==> src/hw/rtl/frc_pkg.sv <==
`timescale 1ns / 1ps
`default_nettype none

package frc_pkg;

	// Block geometry
	localparam int NUM_PLANES  = 6;
	localparam int NUM_CORNERS = 8;
	localparam int CORNER_W    = 48;
	localparam int PLANE_W     = 64;
	localparam int CFG_IDX_W   = 3;

	// Default lane widths
	localparam int COORD_WIDTH_DEF = 16;
	localparam int COEF_WIDTH_DEF  = 16;

	// Query kinds
	localparam logic FUNC_BOX   = 1'b0;
	localparam logic FUNC_POINT = 1'b1;

	typedef logic [NUM_PLANES-1:0][PLANE_W-1:0]    plane_arr_t;
	typedef logic [NUM_CORNERS-1:0][CORNER_W-1:0]  corner_arr_t;
	typedef logic [NUM_PLANES-1:0][NUM_CORNERS-1:0] sign_map_t;

	// Pipeline load enables shared by all lanes
	typedef struct packed {
		logic adv_s1;
		logic adv_s2;
		logic adv_s3;
	} pipe_ctrl_t;

endpackage

`default_nettype wire

==> src/hw/rtl/frc_verdict.sv <==
`timescale 1ns / 1ps
`default_nettype none

module frc_verdict (
	input  wire logic                clk,
	input  wire frc_pkg::pipe_ctrl_t ctrl,
	input  wire logic                func_s2,
	input  wire frc_pkg::sign_map_t  gt_s2,
	input  wire frc_pkg::sign_map_t  lt_s2,
	output logic                     visible_s3
);
	import frc_pkg::*;

	logic [NUM_PLANES-1:0] plane_hit;
	logic [NUM_PLANES-1:0] point_out;
	logic                  box_vis;
	logic                  point_vis;

	// Box passes a plane if any corner lies strictly inside it; a point fails a plane if corner 0 lies strictly outside it
	always_comb begin
		for (int p = 0; p < NUM_PLANES; p++) begin
			plane_hit[p] = |gt_s2[p];
			point_out[p] = lt_s2[p][0];
		end
	end

	assign box_vis   = &plane_hit;
	assign point_vis = ~|point_out;

	// Stage 3: select the verdict for the query kind
	always_ff @(posedge clk) begin
		if (ctrl.adv_s3) begin
			visible_s3 <= (func_s2 == FUNC_POINT) ? point_vis : box_vis;
		end
	end

endmodule

`default_nettype wire

==> config.mk <==
export PLATFORM = sky130hd
export DESIGN_NAME = frc_verdict
export DESIGN_NICKNAME = d
export VERILOG_FILES = /design/src/hw/rtl/frc_pkg.sv /design/src/hw/rtl/frc_verdict.sv
export SDC_FILE = /design/constraint.sdc
export NUM_CORES = 1
export LEC_CHECK = 0
export BUFFER_PORTS_ARGS = -buffer_cell sky130_fd_sc_hd__buf_2
export CORE_MARGIN = 2
export CORE_UTILIZATION = 12
export CTS_BUF_LIST = sky130_fd_sc_hd__clkbuf_8
export DETAILED_ROUTE_END_ITERATION = 10
export PLACE_DENSITY_LB_ADDON = 0.2
export SYNTH_ARGS = -nofsm -noshare
export SYNTH_HDL_FRONTEND = slang
export SYNTH_SLANG_ARGS = --single-unit
==> constraint.sdc <==
create_clock -name clk -period 1.6 [get_ports clk]
set_input_delay 0.16 -clock clk [delete_from_list [all_inputs] [get_ports clk]]
set_output_delay 0.16 -clock clk [all_outputs]
set_load 0.05 [all_outputs]
==> results.ini <==
[yosys]
synth_edf_count = 1
yosys-top-cells-area = nor4_1 (39%), edfxtp_1 (17%), nand2_1 (13%), nor4_2 (7.1%), nand3_2 (5.7%)
synthAdderAreaFrac_pct = 0
async_flop_share_pct = 0
yosys.area_share.simple_pct = 75.2
synth_most_common_cell = nor4_1
syn_area_per_cell_sq_um = 7.06
synthXorXnorAreaFrac_pct = 0
synth_ff_type = edfxtp_1
ys_ff_latch = 1
synthTopCellsByCount = nor4_1 (11), nand2_1 (6)
ys_types = 10
synth_top_family_by_area = simple AND/OR/NAND/NOR gates
syn_nets = 126
syn_inst = 25
synth_top_area_cell = nor4_1
synth_seq_area_share_pct = 17.0
synth-warning-count = 0
synthesis.area_sq_um = 176
yosysTopAreaCellShare_pct = 39.0
synthMuxAreaShare_pct = 0
synth_compound_area_share_pct = 7.80

[finish]
top_register = visible_s3
top_regs = visible_s3: 1 flops
syn2layout_area_growth_pct = 172
finalNetCount = 185
diodes = 0
largest_reg_flops = 1
drive_above_1_share_pct = 73.2

[route]
vias = 427
viasPerCell = 4.40
ant_nets = 0
firstDrtPassIters = 1
wl_per_cell_microns = 9.20
initialDrtViolationCount = 0
drc = 0
wl_microns = 892

[place]
place_congestion = 0.768
port_buffers = 57

[sta]
fin_crit_sh_pct = 66.1
tightest_slew_ps = 263
relSlewSlack_pct = 82.3
tns_ps = 0
fmax_mhz = 945
setup-violations-final = 0
hold_viol_final = 0
rsz0062_at_grt = no
hold_slack_ps = 362
maxSlewViolCount = 0
layout_min_cycle_time_ps = 1060

[min_path]
holdPathStages = 1
hold_path.class = in -> reg
hp-start = ctrl[0]

[power]
p_per_area_nw_per_um2 = 251
p_leak_nw = 0.262
peakVddDrop_uv = 74.3

[die]
die_w_microns = 42.3
rows = 13
die_h_microns = 42.3
start_util_pct = 13.2
ios = 102
dieArea_sq_um = 1790
core_sq_um = 1330

[cts]
post_cts_buffers = 0
postCtsHoldBufs = 0
cts_resized = 0
clk_pin_slew_worst_paths_ps = 0

[global_routing]
grtUsageTotal_pct = 8.86
grt_pass1_wl_microns = 1320
grt_pass1_vias = 358
grt-ovfl-total = 0
grt_start_max_net_pins = 3
met3_usage_pct = 3.02
use_met1_pct = 8.14
use_met2_pct = 19.1
antenna_found_initial = 0
gr-max-usage-layer = met2

[outcome]
status = finished clean

[setup_path]
startpoint = gt_s2[17]
critPathCaptureType = flop
start_kind = primary input
cp.required_ps = 1350
worst_ep_arrival_time_ps = 800
cp_max_fo = 1
path_class = in -> reg

[flow_run]
max_cap_viol_count = 0

==> layer usage <==
metal  wire (microns)  part of all wire [%]
met5                0                     0
met4                0                     0
met3              195                    22
met2              455                    51
met1              241                    27
==> where the power goes <==
part           switching [mW]  internal, mW
Sequential           0.000378        0.0319
Clock                       0             0
Combinational          0.0325        0.0556
Total                  0.0329        0.0875
==> worst paths after layout <==
| check | to | slack (ps) |
|---|---|---|
| setup / recovery | visible_s3 | 540 |
| hold / removal | visible_s3 | 360 |
==> placed cells by master (no fill, tap or decap) <==
cell type	netlist	layout
a21oi_1	1	1
buf_2	0	57
edfxtp_1	1	1
nand2_1	6	6
nand3_1	1	1
nand3_2	1	1
nor3_1	1	1
nor4_1	11	11
nor4_2	1	1
nor4b_1	1	1
o21ai_2	1	1
==> worst max-delay path: stages <==
cell and delay (ps):
buf_2 100, nor4_1 290, nand2_1 90, nand3_1 110, o21ai_2 60
==> per-stage QoR <==
stage	util [%]	power, mW	instance area [sq um]	setup WS, ps	instances
floorplan	-	0.0511	176	717	25
global placement	36.0	0.121	480	519	97
detailed placement	36.0	0.122	480	517	97
CTS	36.0	0.122	480	511	97
global route	36.0	0.130	480	428	97
finish	36.0	0.120	480	542	97
==> final cells by class <==
cell class | instances | area, sq um
fillers | 161 | 853
flip-flops and latches | 1 | 30.0
well taps | 15 | 18.8
multi-input cells | 24 | 146
repair buffers | 57 | 285
==> cells by family (layout without fill, tap and decap cells) <==
kind of cell	after synthesis	after routing
compound gates	2	2
flops	1	1
simple gates	22	22
buf+inv	0	57
Note: power is estimated with default switching activity, not from simulation.
