### config.mk
export PLATFORM = sky130hd
export DESIGN_NAME = frc_dot_lane
export DESIGN_NICKNAME = d
export VERILOG_FILES = /design/src/hw/rtl/frc_pkg.sv /design/src/hw/rtl/frc_dot_lane.sv
export SDC_FILE = /design/constraint.sdc
export NUM_CORES = 2
export LEC_CHECK = 0
export ABC_AREA = 1
export BUFFER_PORTS_ARGS = -buffer_cell sky130_fd_sc_hd__clkbuf_2
export CAP_MARGIN = 20
export CORE_MARGIN = 5
export CORE_UTILIZATION = 30
export CTS_CLUSTER_DIAMETER = 200
export DETAILED_ROUTE_END_ITERATION = 10
export PLACE_DENSITY = 0.51
export SLEW_MARGIN = 20
export SYNTH_ARGS = -nofsm -noshare
export SYNTH_HDL_FRONTEND = slang
export SYNTH_SLANG_ARGS = --single-unit
### constraint.sdc
create_clock -name clk -period 7.9 [get_ports clk]
set_clock_uncertainty 0.2 [all_clocks]
set_input_delay 2.37 -clock clk [delete_from_list [all_inputs] [get_ports clk]]
set_output_delay 2.37 -clock clk [all_outputs]
set_load 0.02 [all_outputs]
### src/hw/rtl/frc_pkg.sv
`timescale 1ns / 1ps
`default_nettype none

package frc_pkg;

	// Block geometry
	localparam int NUM_PLANES  = 6;
	localparam int NUM_CORNERS = 8;
	localparam int CORNER_W    = 48;
	localparam int PLANE_W     = 64;
	localparam int CFG_IDX_W   = 3;

	// Default lane widths
	localparam int COORD_WIDTH_DEF = 16;
	localparam int COEF_WIDTH_DEF  = 16;

	// Query kinds
	localparam logic FUNC_BOX   = 1'b0;
	localparam logic FUNC_POINT = 1'b1;

	typedef logic [NUM_PLANES-1:0][PLANE_W-1:0]    plane_arr_t;
	typedef logic [NUM_CORNERS-1:0][CORNER_W-1:0]  corner_arr_t;
	typedef logic [NUM_PLANES-1:0][NUM_CORNERS-1:0] sign_map_t;

	// Pipeline load enables shared by all lanes
	typedef struct packed {
		logic adv_s1;
		logic adv_s2;
		logic adv_s3;
	} pipe_ctrl_t;

endpackage

`default_nettype wire

### src/hw/rtl/frc_dot_lane.sv
`timescale 1ns / 1ps
`default_nettype none

module frc_dot_lane #(
	parameter int COORD_WIDTH = frc_pkg::COORD_WIDTH_DEF,
	parameter int COEF_WIDTH  = frc_pkg::COEF_WIDTH_DEF
) (
	input  wire logic                        clk,
	input  wire frc_pkg::pipe_ctrl_t         ctrl,
	input  wire logic [frc_pkg::PLANE_W-1:0] plane,
	input  wire logic [frc_pkg::CORNER_W-1:0] corner,
	output logic                             gt_s2,
	output logic                             lt_s2
);
	import frc_pkg::*;

	localparam int PAD_W  = 3 * COORD_WIDTH;
	localparam int PROD_W = COEF_WIDTH + COORD_WIDTH;
	localparam int SUM_W  = PROD_W + 2;

	logic [PAD_W-1:0]              cpad;
	logic signed [COORD_WIDTH-1:0] x, y, z;
	logic signed [COEF_WIDTH-1:0]  a, b, c, d;
	logic signed [PROD_W-1:0]      ax_s1, by_s1, cz_s1;
	logic signed [COEF_WIDTH-1:0]  d_s1;
	logic signed [SUM_W-1:0]       sum;

	// Unpack lanes; coordinate bits above the corner field read as zero
	assign cpad = PAD_W'({{PAD_W{1'b0}}, corner});
	assign x = signed'(cpad[0 +: COORD_WIDTH]);
	assign y = signed'(cpad[COORD_WIDTH +: COORD_WIDTH]);
	assign z = signed'(cpad[2*COORD_WIDTH +: COORD_WIDTH]);
	assign a = signed'(plane[0 +: COEF_WIDTH]);
	assign b = signed'(plane[COEF_WIDTH +: COEF_WIDTH]);
	assign c = signed'(plane[2*COEF_WIDTH +: COEF_WIDTH]);
	assign d = signed'(plane[3*COEF_WIDTH +: COEF_WIDTH]);

	// Stage 1: register the three products and the offset
	always_ff @(posedge clk) begin
		if (ctrl.adv_s1) begin
			ax_s1 <= PROD_W'(a * x);
			by_s1 <= PROD_W'(b * y);
			cz_s1 <= PROD_W'(c * z);
			d_s1  <= d;
		end
	end

	// Stage 2: exact sum, keep only its sign
	assign sum = SUM_W'(ax_s1) + SUM_W'(by_s1) + SUM_W'(cz_s1) + SUM_W'(d_s1);

	always_ff @(posedge clk) begin
		if (ctrl.adv_s2) begin
			gt_s2 <= !sum[SUM_W-1] && (sum != '0);
			lt_s2 <= sum[SUM_W-1];
		end
	end

endmodule

`default_nettype wire

==> results.md <==
* Syn_nets at just under 6000
* GRT overflow at 0
* Non-filler cells, final at around 6600
* Most frequent cell after synthesis: inv_1
* Fin crit period at 7.608 ns
* Worst slew margin at 0.4635
* Vias per inst at between 4 and 5
* Tcrit/Tclk final at 0.9630
* Clk buf depth at 2
* Worst setup startpoint: plane[8]
* Ports at 118
* Worst Setup EP: ax_s1[26]
* # DRC at 0
* Flop-to-flop setup slack at 3.78 ns
* Register area share after synthesis at 0.09041
* Synth Flop Type: edfxtp_1
* Setup crit start kind: input port
* Post-synth ARST share at 0
* Final Max Tran Viols at 0
* Unrepaired setup endpoints after global routing: true
* First-pass GRT wire length at 157200 um
* Core Region at 125600 um^2
* Worst Reg-to-Reg Cells at 18
* Cell Area, Synth at 37860 um^2
* Synth Register Bits at 114
* GR peak layer: met2
* CP max FO at 7
* Drt first-iter violations at 1358
* Met1 usage at 0.2058
* Hold crit path type: reg2reg
* H-tree depth at 4
* Area grow syn2layout at 16.36%
* Critical path arrival at between 7 and 8 ns
* CTS tree: yes
* Layout cell share with drive strength beyond 1 at 0.1329
* Top cells by area, synth: fa_1, inv_1, nand2_1
* Max_cap viols at 0
* Post-DP Area at roughly 43000 um^2
* GR Util All Layers at 0.1456
* Number of CTS-inserted buffers at 17
* Number of global-route vias before repair at ~31000
* Cell taking the most area after synthesis: fa_1
* Synth top cells by count: inv_1, nand2_1, fa_1, ha_1, clkbuf_1
* Clock Sinks at 114
* Post-route ant nets at 0
* Critical path class: in2reg
* Die Width at 365.3 um
* Mean Syn Cell Area at ~8.3 um^2
* Wirelength per Cell at 13.91 um
* Routability cong. at 0.8918
* Worst setup EP type: register
* Reg2reg end: gt_s2
* F_max at 131.4 MHz
* Vias post-DR at about 28000
* Final Cell Area at 44060 um^2
* Met3 Use GR at 0.01233
* Routing usage on met2 at 0.2496
* Antenna violations before repair at 2
* Warnings, synthesis at 0
* EDFF count, synth at 114
* Share of the synthesized area in the top cell type at 0.4500
* Placed cells at ~6600
* Worst skew pair latency at 0.44 ns
* Die H at 365.3 um
* Required time worst endpoint at 7.89 ns
* Critical R2R Launch: cz_s1[1]
* Hpwl dp at 84010 um
* Root buffer selected by CTS: clkbuf_16
* Port Buffers at approximately 120
* Hold Buf Count CTS at 0
* Routed wire length at just over 90000 um
* Run status: finished clean
* Drt first pass iters at 5
* Synth cell types at 48
* Mapped Cells at ~4600
* Largest net degree at the start of global routing at 59
* Initial Utilization at 0.3015
* Die Area at around 130000 um^2
* Measured slew at the worst slew-check pin at 0.8048 ns
* Clk slew on worst S/H paths at approximately 0.060 ns
* Nets@finish at 6207
* # rows at between 100 and 150
* Endpoints failing hold at 0
* Endpoints failing setup at 0
==> sequential cells by signal, summed over array words and instances (netlist names) <==
| register | cells |
|---|---|
| lt_s2 | 1 |
| ax_s1 | 32 |
| by_s1 | 32 |
| d_s1 | 16 |
| gt_s2 | 1 |
| cz_s1 | 32 |
==> repair_timing <==
item / in CTS / in global routing
gates resized for setup: 0 / 24
setup endpoints to repair: 0 / 17
endpoints found under the hold margin: 0 / 0
setup buffers: 0 / 1
==> worst max-delay path: stages <==
cell,delay [ns]
clkbuf_2,0.24
buf_4,0.21
nand2_1,0.08
fa_1,0.51
inv_1,0.05
fa_1,0.58
fa_1,0.45
fa_1,0.48
fa_1,0.49
inv_1,0.05
fa_1,0.47
inv_1,0.04
ha_1,0.31
buf_4,0.15
nand2_1,0.14
buf_4,0.14
nor2_1,0.03
a21oi_1,0.16
nand3_1,0.15
nand2_1,0.09
o211ai_1,0.12
buf_4,0.16
xor2_1,0.13
==> worst min path at each step <==
stage / startpoint / end / slack [ns] / cells past startpoint
2_1_floorplan: d_s1[0] / gt_s2 / 0.62 / 7
3_3_place_gp: d_s1[0] / gt_s2 / 0.85 / 7
3_5_place_dp: d_s1[0] / gt_s2 / 0.82 / 7
4_1_cts: d_s1[0] / gt_s2 / 0.84 / 7
5_1_grt: d_s1[0] / gt_s2 / 0.91 / 7
6_report: d_s1[0] / gt_s2 / 0.82 / 7
==> placed cells by master, fill, tap and decap left out, types with 3 or more instances in the layout <==
cell type  Yosys  layout
nand3_1       71      70
fa_2           0       5
fa_1         851     846
clkinv_4       0       3
a31oi_1        7       7
clkbuf_2       0     112
inv_6          0       3
xnor2_1       52      52
a221oi_1       3       3
nand2_1     1106    1105
nor2_1       129     128
nand3b_1       4       4
a21oi_2        6      10
bufinv_16      0       4
buf_12         0      18
a21oi_1      105     101
nand3_2        4       5
buf_4          0     415
a21o_1        10      10
ha_1         279     278
clkbuf_16      0      17
a211oi_1       4       4
edfxtp_1     114     114
a21boi_0       6       4
nand4_1       23      23
o21a_1         4       4
o21ai_2        4       4
inv_1       1399    1399
nor4_2         2       5
xor2_1        72      72
inv_2          3       3
o21bai_1       7       7
o21ai_0       48      47
nor2_2        16      17
nand2_2        7       8
or2_2         15      15
nor3_1        18      17
==> cell type report <==
cell class,count,area (um^2)
Antenna cell,2,5.005
Clock buffer,17,425.4
Clock inverter,14,203.9
Fill cell,13182,81510
Inverter,1402,5263
Multi-Input combinational cell,2878,28620
Sequential cell,114,3423
Tap cell,1650,2064
Timing Repair Buffer,548,4054
==> cells by family after synthesis <==
logic type	synth area share
buffers and inverters	0.1559
XOR/XNOR	0.02868
adder cells (fa/ha/maj)	0.5422
flip-flops	0.09041
AND/OR/NAND/NOR	0.1488
AO/OA/AOI/OAI	0.03397
==> per-stage QoR <==
| stage | setup slack [ns] | hold WS [ns] | setup TNS (ns) | util |
|---|---|---|---|---|
| after floorplan | -0.005681 | 0.6220 | -0.005681 | - |
| after global placement | -0.3254 | 0.8508 | -5.058 | 0.3451 |
| after detailed placement | -0.4039 | 0.8152 | -5.972 | 0.3451 |
| after CTS | 0.07496 | 0.8435 | 0 | 0.3501 |
| after global routing | -0.07817 | 0.9062 | -0.07948 | 0.3509 |
| final | 0.2920 | 0.8192 | 0 | 0.3509 |
==> layer usage <==
layer | share of wire | up-vias
met1 | 0.48 | 13965
met5 | 0 | -
met3 | 0.029 | 51
li1 | - | 13793
met4 | 0.012 | 0
met2 | 0.48 | 378
Power is left out: the tool's default activity adds up to more than one toggle a clock period on the data nets, which glitch-free logic cannot reach.
