**config.mk**
```make
export PLATFORM = sky130hd
export DESIGN_NAME = frc_cfg_regs
export DESIGN_NICKNAME = d
export VERILOG_FILES = /design/src/hw/rtl/frc_pkg.sv /design/src/hw/rtl/frc_cfg_regs.sv
export SDC_FILE = /design/constraint.sdc
export NUM_CORES = 1
export LEC_CHECK = 0
export BUFFER_PORTS_ARGS = -buffer_cell sky130_fd_sc_hd__buf_2
export CAP_MARGIN = 15
export CORE_ASPECT_RATIO = 1.5
export CORE_MARGIN = 5
export CORE_UTILIZATION = 47
export DETAILED_ROUTE_END_ITERATION = 7
export HOLD_SLACK_MARGIN = 0.03
export PLACE_DENSITY = 0.86
export SLEW_MARGIN = 5
export SYNTH_ARGS = -nofsm -noshare
export SYNTH_HDL_FRONTEND = slang
export SYNTH_SLANG_ARGS = --single-unit
```
**constraint.sdc**
```tcl
create_clock -name clk -period 0.8 [get_ports clk]
set_input_delay 0.04 -clock clk [delete_from_list [all_inputs] [get_ports clk]]
set_output_delay 0.04 -clock clk [all_outputs]
set_load 0.02 [all_outputs]
```
**src/hw/rtl/frc_pkg.sv**
```systemverilog
`timescale 1ns / 1ps
`default_nettype none

package frc_pkg;

	// Block geometry
	localparam int NUM_PLANES  = 6;
	localparam int NUM_CORNERS = 8;
	localparam int CORNER_W    = 48;
	localparam int PLANE_W     = 64;
	localparam int CFG_IDX_W   = 3;

	// Default lane widths
	localparam int COORD_WIDTH_DEF = 16;
	localparam int COEF_WIDTH_DEF  = 16;

	// Query kinds
	localparam logic FUNC_BOX   = 1'b0;
	localparam logic FUNC_POINT = 1'b1;

	typedef logic [NUM_PLANES-1:0][PLANE_W-1:0]    plane_arr_t;
	typedef logic [NUM_CORNERS-1:0][CORNER_W-1:0]  corner_arr_t;
	typedef logic [NUM_PLANES-1:0][NUM_CORNERS-1:0] sign_map_t;

	// Pipeline load enables shared by all lanes
	typedef struct packed {
		logic adv_s1;
		logic adv_s2;
		logic adv_s3;
	} pipe_ctrl_t;

endpackage

`default_nettype wire

```
**src/hw/rtl/frc_cfg_regs.sv**
```systemverilog
`timescale 1ns / 1ps
`default_nettype none

module frc_cfg_regs (
	input  wire logic                             clk,
	input  wire logic                             arst_n,
	input  wire logic                             cfg_we,
	input  wire logic [frc_pkg::CFG_IDX_W-1:0]    cfg_index,
	input  wire logic [frc_pkg::PLANE_W-1:0]      cfg_wdata,
	output frc_pkg::plane_arr_t                   planes
);
	import frc_pkg::*;

	plane_arr_t plane_q;

	// Write the addressed plane; indexes past the last plane drop the write
	always_ff @(posedge clk or negedge arst_n) begin
		if (!arst_n) begin
			plane_q <= '0;
		end else if (cfg_we) begin
			for (int i = 0; i < NUM_PLANES; i++) begin
				if (cfg_index == CFG_IDX_W'(i)) begin
					plane_q[i] <= cfg_wdata;
				end
			end
		end
	end

	assign planes = plane_q;

endmodule

`default_nettype wire

```
==> impl_metrics.tcl, run 1 <==
set metrics [dict create \
    status "finished, violations left" \
    violations "hold timing, setup timing" \
    clock-skew-final_ns 0 \
    ios 454 \
    worstRegToRegCells 3 \
    antenna_found_initial 2 \
    dp.cells 1729 \
    library_cell_contributing_the_largest_single_delay_on_the_critical_path "sky130_fd_sc_hd__dfrtp_1" \
    leakage_nw 12.9 \
    grt_first_pass_wirelength_um 83800 \
    synth.top_cells.by_area "sky130_fd_sc_hd__dfrtp_1 (63%), sky130_fd_sc_hd__mux2_4 (19%), sky130_fd_sc_hd__mux2_2 (14%)" \
    final.fill_count 1335 \
    die_area_sq_um 36400 \
    report.final.hold_viol_count 12 \
    layout_worst_path_cycle_share_pct 157 \
    nets 1743 \
    std_cell_rows 81 \
    cts_made_buffers 36 \
    routed_vias_inst 5.64 \
    global_route.usage.total_pct 30.6 \
    regToRegEndpoint "planes[257]" \
    gp_routability_congestion 0.820 \
    cts-hold-fix-buffers 65 \
    setup-violations-final 709 \
    max-cap-violations 0 \
    final_cell_count_no_fill 2115 \
    p_per_area_nw_per_um2 3030 \
    pre_cts_ws_ns -0.568 \
    tritoncts_num_sinks 384 \
    worst_margin_slew_ns 0.385 \
    clk_pin_slew_ns 0.08 \
    critical_path.startpoint_type "flip-flop" \
    detail_route.drc_violations 0 \
    dr.pass1.iters 5 \
    drive_above_1_share_pct 74.0 \
    synth.ff_latch_count 384 \
    peakVddDrop_uv 2650 \
    die-width_um 158 \
    synth.yosys.seq_area_share_pct 62.6 \
    die_height_um 231 \
    clk_root_buffer_cell "sky130_fd_sc_hd__clkbuf_16" \
    yosysTopAreaCellShare_pct 62.6 \
    syn_avg_cell_area_sq_um 18.8 \
    globalRouteOverflowTotal 0 \
    critical-path-max-stage-delay_ns 0.43 \
    smallest_hold_slack_ns -0.0172 \
    synthesis.yosys.warnings 0 \
    worstPathMaxFanout 2 \
    drtIter0Drc 672 \
    grt_max_degree 69 \
    regToRegStartpoint "planes[257]" \
    worst_ep_arrival_ns 1.22 \
    timing_worst_setup_path_type "flip-flop to output port" \
    largest_register_ffs 384 \
    grt_pass1_vias 12800 \
    rrSetupSlack_ns -0.22 \
    crit_chain "buf_6, buf_6" \
    port-buffer-count 453 \
    critical_path.endpoint_type "output port" \
    worstSkewPairLatency_ns 0.51 \
    cp_data_required_time_ns 0.76 \
    hpwl_um 30100 \
    antenna_left 0 \
    max-clock-path-buffers 3 \
    hold_path.class "primary input to async pin" \
    synth_cell_type_count 10 \
    clock.fmax_mhz 796 \
    syn_area_sq_um 15300 \
    netlist_instances 816 \
    slew-limit-headroom_pct 74.3 \
    route.final.wire_length_um 66500 \
    routedWlPerCell_um 31.5 \
    layout_commonest_cell "sky130_fd_sc_hd__buf_6" \
    syn2layout_area_growth_pct 71.3 \
    rsz0062_at_grt "true" \
    final_cell_mix "sky130_fd_sc_hd__buf_6 (614), sky130_fd_sc_hd__dfrtp_1 (373), sky130_fd_sc_hd__mux2_4 (323), sky130_fd_sc_hd__buf_4 (81), sky130_fd_sc_hd__buf_2 (66)" \
    postSynthNetCount 886 \
    final.min_clock_period_ns 1.26 \
    floorplan.initialDensity_pct 47.3 \
    cts_htree_levels 2 \
    core-area_sq_um 32400 \
    post-route-worst-setup-slack_ns -0.456 \
    detailed_route_via_count 11900 \
    synth_area_leader_cell "sky130_fd_sc_hd__dfrtp_1" \
    tritoncts "built" \
    timing.critical_path.mode_cell "sky130_fd_sc_hd__buf_6" \
    slew_violations 0 \
]
[where the power goes]
part           switching (mW)  internal, mW  total, mW
combinational            13.4          18.7       32.1
clock                    8.04          11.0       19.0
sequential               4.68          23.7       28.4
[worst max-delay path by stage]
stage	start	to	depth (start not counted)
after CTS	planes[0]	planes[0]	2
after detailed placement	cfg_index[1]	planes[52]	5
after global routing	planes[143]	planes[143]	2
after floorplan	cfg_index[1]	planes[0]	4
after global placement	cfg_index[1]	planes[52]	5
final	planes[143]	planes[143]	2
[worst max-delay path, delay by kind of cell, from the launching register on]
family	cells	cell delay [ns]
flops	1	0.43
buf+inv	2	0.26
[routing by layer]
metal  up-vias  share of wire, %  global-route usage (%)
met3       347               6.5                    5.12
met1      6204                34                    33.5
met5         -             0.020                       0
li1       4579                 -                       -
met4         2               9.1                    19.1
met2       798                51                    54.4
[cell usage after synthesis]
cell type	count
sky130_fd_sc_hd__nor4b_2	1
sky130_fd_sc_hd__nand4b_1	2
sky130_fd_sc_hd__buf_12	24
sky130_fd_sc_hd__mux2_2	194
sky130_fd_sc_hd__buf_4	12
sky130_fd_sc_hd__mux2_4	190
sky130_fd_sc_hd__dfrtp_1	384
sky130_fd_sc_hd__buf_6	4
sky130_fd_sc_hd__buf_2	2
sky130_fd_sc_hd__and4bb_1	3
[logic make-up (layout without fill, tap and decap cells)]
family	after synthesis	in the layout	share of synthesized area, %
buffers and inverters	42	925	4.08
DFF	384	384	62.6
muxes	384	384	32.8
other	0	1	0
and+or+nand+nor	6	6	0.457
[timing repair]
action                     4_1_cts  5_1_grt
setup buffers                  184      147
hold endpoints to repair       768       12
setup endpoints to repair      422      705
resized for setup              686      390
cloned                           0        3
pin swaps                        0        2
[stage by stage]
step                      power (mW)  hold WS (ns)  TNS, ns  utilization (%)  instance area [sq um]
after global placement          44.4       -0.0781  -182.40             58.0                  18800
after CTS                       72.2       -0.0320  -140.92             74.9                  24300
final                           79.5       -0.0172  -154.93             81.0                  26300
after global routing            81.4       0.00602  -167.30             81.0                  26300
after floorplan                 37.4        -0.256   -78.99                -                  15700
after detailed placement        45.1       -0.0726  -188.51             58.0                  18800
[layout make-up]
type                    count  area [sq um]  area share [%]
well taps                 415           519            1.98
flip-flops and latches    384          9620            36.6
multi-input cells         390          5630            21.4
repair buffers            861          9220            35.1
diodes                      1          2.50         0.00952
clock inverters            16           224           0.852
clock buffers              48          1060            4.02
Note: power is estimated with default switching activity, not from simulation.
==> run 2: changes to the inputs <==
Clock period 0.8 ns to 1.1 ns, I/O delays scaled along.
==> run 2 against run 1 <==
- global-route usage is 1.4 points lower
- utilization is 5.5 points lower
- the flow finishes with violations (setup timing)
- hold slack better by 0.061 ns
- largest cell class unchanged
- final cell count is 0.80% lower
==> impl_metrics.tcl, run 2 (same netlist as run 1, synthesis figures left out) <==
set metrics [dict create \
    status "finished, violations left" \
    violations "setup timing" \
    worst_ep_arrival_ns 1.13 \
    hpwl_um 28700 \
    setup-violations-final 322 \
    final.fill_count 1599 \
    slew-limit-headroom_pct 69.7 \
    smallest_hold_slack_ns 0.0439 \
    layout_commonest_cell "sky130_fd_sc_hd__buf_6" \
    syn2layout_area_growth_pct 59.7 \
    leakage_nw 11.9 \
    critical_path.endpoint_type "output port" \
    clock-skew-final_ns 0 \
    report.final.hold_viol_count 0 \
    post-route-worst-setup-slack_ns -0.0897 \
    floorplan.initialDensity_pct 47.3 \
    tritoncts_num_sinks 384 \
    library_cell_contributing_the_largest_single_delay_on_the_critical_path "sky130_fd_sc_hd__dfrtp_1" \
    tritoncts "built" \
    worstSetupPathDepth 1 \
    globalRouteOverflowTotal 0 \
    worstSkewPairLatency_ns 0.51 \
    port-buffer-count 453 \
    num_antenna_cells 0 \
    antenna_left 0 \
    rsz0062_at_grt "true" \
    routed_vias_inst 5.35 \
    std_cell_rows 81 \
    critical-path-top-delay-family "flip-flops" \
    dp.cells 1695 \
    p_per_area_nw_per_um2 2200 \
    path_buf_inv 1 \
    gp_routability_congestion 0.813 \
    layout_worst_path_cycle_share_pct 108 \
    slew_violations 0 \
    grt_max_degree 55 \
    drtIter0Drc 532 \
    final_area_sq_um 24500 \
    antenna_found_initial 0 \
    largest_register_ffs 384 \
    ios 454 \
    clk_root_buffer_cell "sky130_fd_sc_hd__clkbuf_16" \
    core-area_sq_um 32400 \
    placed_cell_area_sq_um 18200 \
    routedWlPerCell_um 27.3 \
    detailed_route_via_count 11200 \
    max-cap-violations 0 \
    grt_pass1_vias 12400 \
    max-clock-path-buffers 3 \
    cts_htree_levels 2 \
    detail_route.drc_violations 0 \
    drive_above_1_share_pct 72.8 \
    crit_chain "buf_6" \
    final_cell_count_no_fill 2098 \
    die-width_um 158 \
    peakVddDrop_uv 1850 \
    die_height_um 231 \
    final_cell_mix "sky130_fd_sc_hd__buf_6 (384), sky130_fd_sc_hd__dfrtp_1 (383), sky130_fd_sc_hd__buf_4 (307), sky130_fd_sc_hd__mux2_2 (194), sky130_fd_sc_hd__mux2_4 (190)" \
    nets 1729 \
    cts_made_buffers 36 \
    critical-path-max-stage-delay_ns 0.45 \
    worstRegToRegCells 3 \
    clock.fmax_mhz 841 \
    grt_first_pass_wirelength_um 80200 \
    critical_path.startpoint_type "flip-flop" \
    cp_data_required_time_ns 1.04 \
    worstPathMaxFanout 2 \
    hold_path.class "primary input to async pin" \
    global_route.usage.total_pct 29.2 \
    pre_cts_ws_ns -0.329 \
    timing_worst_setup_path_type "flip-flop to output port" \
    worst_margin_slew_ns 0.455 \
    dr.pass1.iters 5 \
    clk_pin_slew_ns 0.07 \
    final.min_clock_period_ns 1.19 \
    route.final.wire_length_um 57400 \
    die_area_sq_um 36400 \
]
==> run 2: stage by stage <==
| step | TNS (ns) | util [%] | power, mW |
|---|---|---|---|
| 2_1_floorplan | -0.404 | - | 26.8 |
| 3_3_place_gp | -71.88 | 56.1 | 31.7 |
| 3_5_place_dp | -83.20 | 56.1 | 32.2 |
| 4_1_cts | -10.36 | 72.9 | 51.2 |
| 5_1_grt | -18.89 | 75.6 | 55.6 |
| 6_report | -7.09 | 75.6 | 54.0 |
==> run 2: area by class of cell <==
type / instances / area, sq um / area share [%]
timing repair buffer: 847 / 8080 / 33.0
clock buffer: 50 / 1020 / 4.18
sequential: 384 / 9610 / 39.2
clock inverter: 12 / 145 / 0.592
tap: 415 / 519 / 2.12
multi-input combinational: 390 / 5130 / 20.9
==> run 2: path summary, 6_finish.rpt <==
| check | start | to | slack, ns |
|---|---|---|---|
| min in group clk | cfg_index[0] | planes[34] | 0.24 |
| hold reg to reg | planes[207] | planes[207] | 0.53 |
| setup / recovery | planes[24] | planes[24] | -0.09 |
| setup reg to reg | planes[277] | planes[277] | -0.02 |
| hold / removal | arst_n | planes[215] | 0.04 |
| max in group asynchronous | arst_n | planes[194] | 0.36 |
==> run 2: layer usage <==
metal	vias up	global-route usage (%)	share of wire, %
met5	-	0	0
met4	0	18.5	7.7
met3	235	5.60	6.0
met2	616	50.9	53
met1	5807	32.4	34
li1	4565	-	-
==> run 2: repair_timing <==
item / CTS / global route
buffers inserted: 163 / 113
hold endpoints to repair: 768 / 0
hold buffers: 65 / 0
gates resized for setup: 768 / 1
endpoints found under the setup margin: 384 / 384
==> run 2: report_power, final <==
part | internal [mW] | leakage, nW | switching (mW)
sequential | 17.3 | 4.61 | 2.90
combinational | 11.9 | 6.74 | 9.10
clock | 7.25 | 0.576 | 5.57
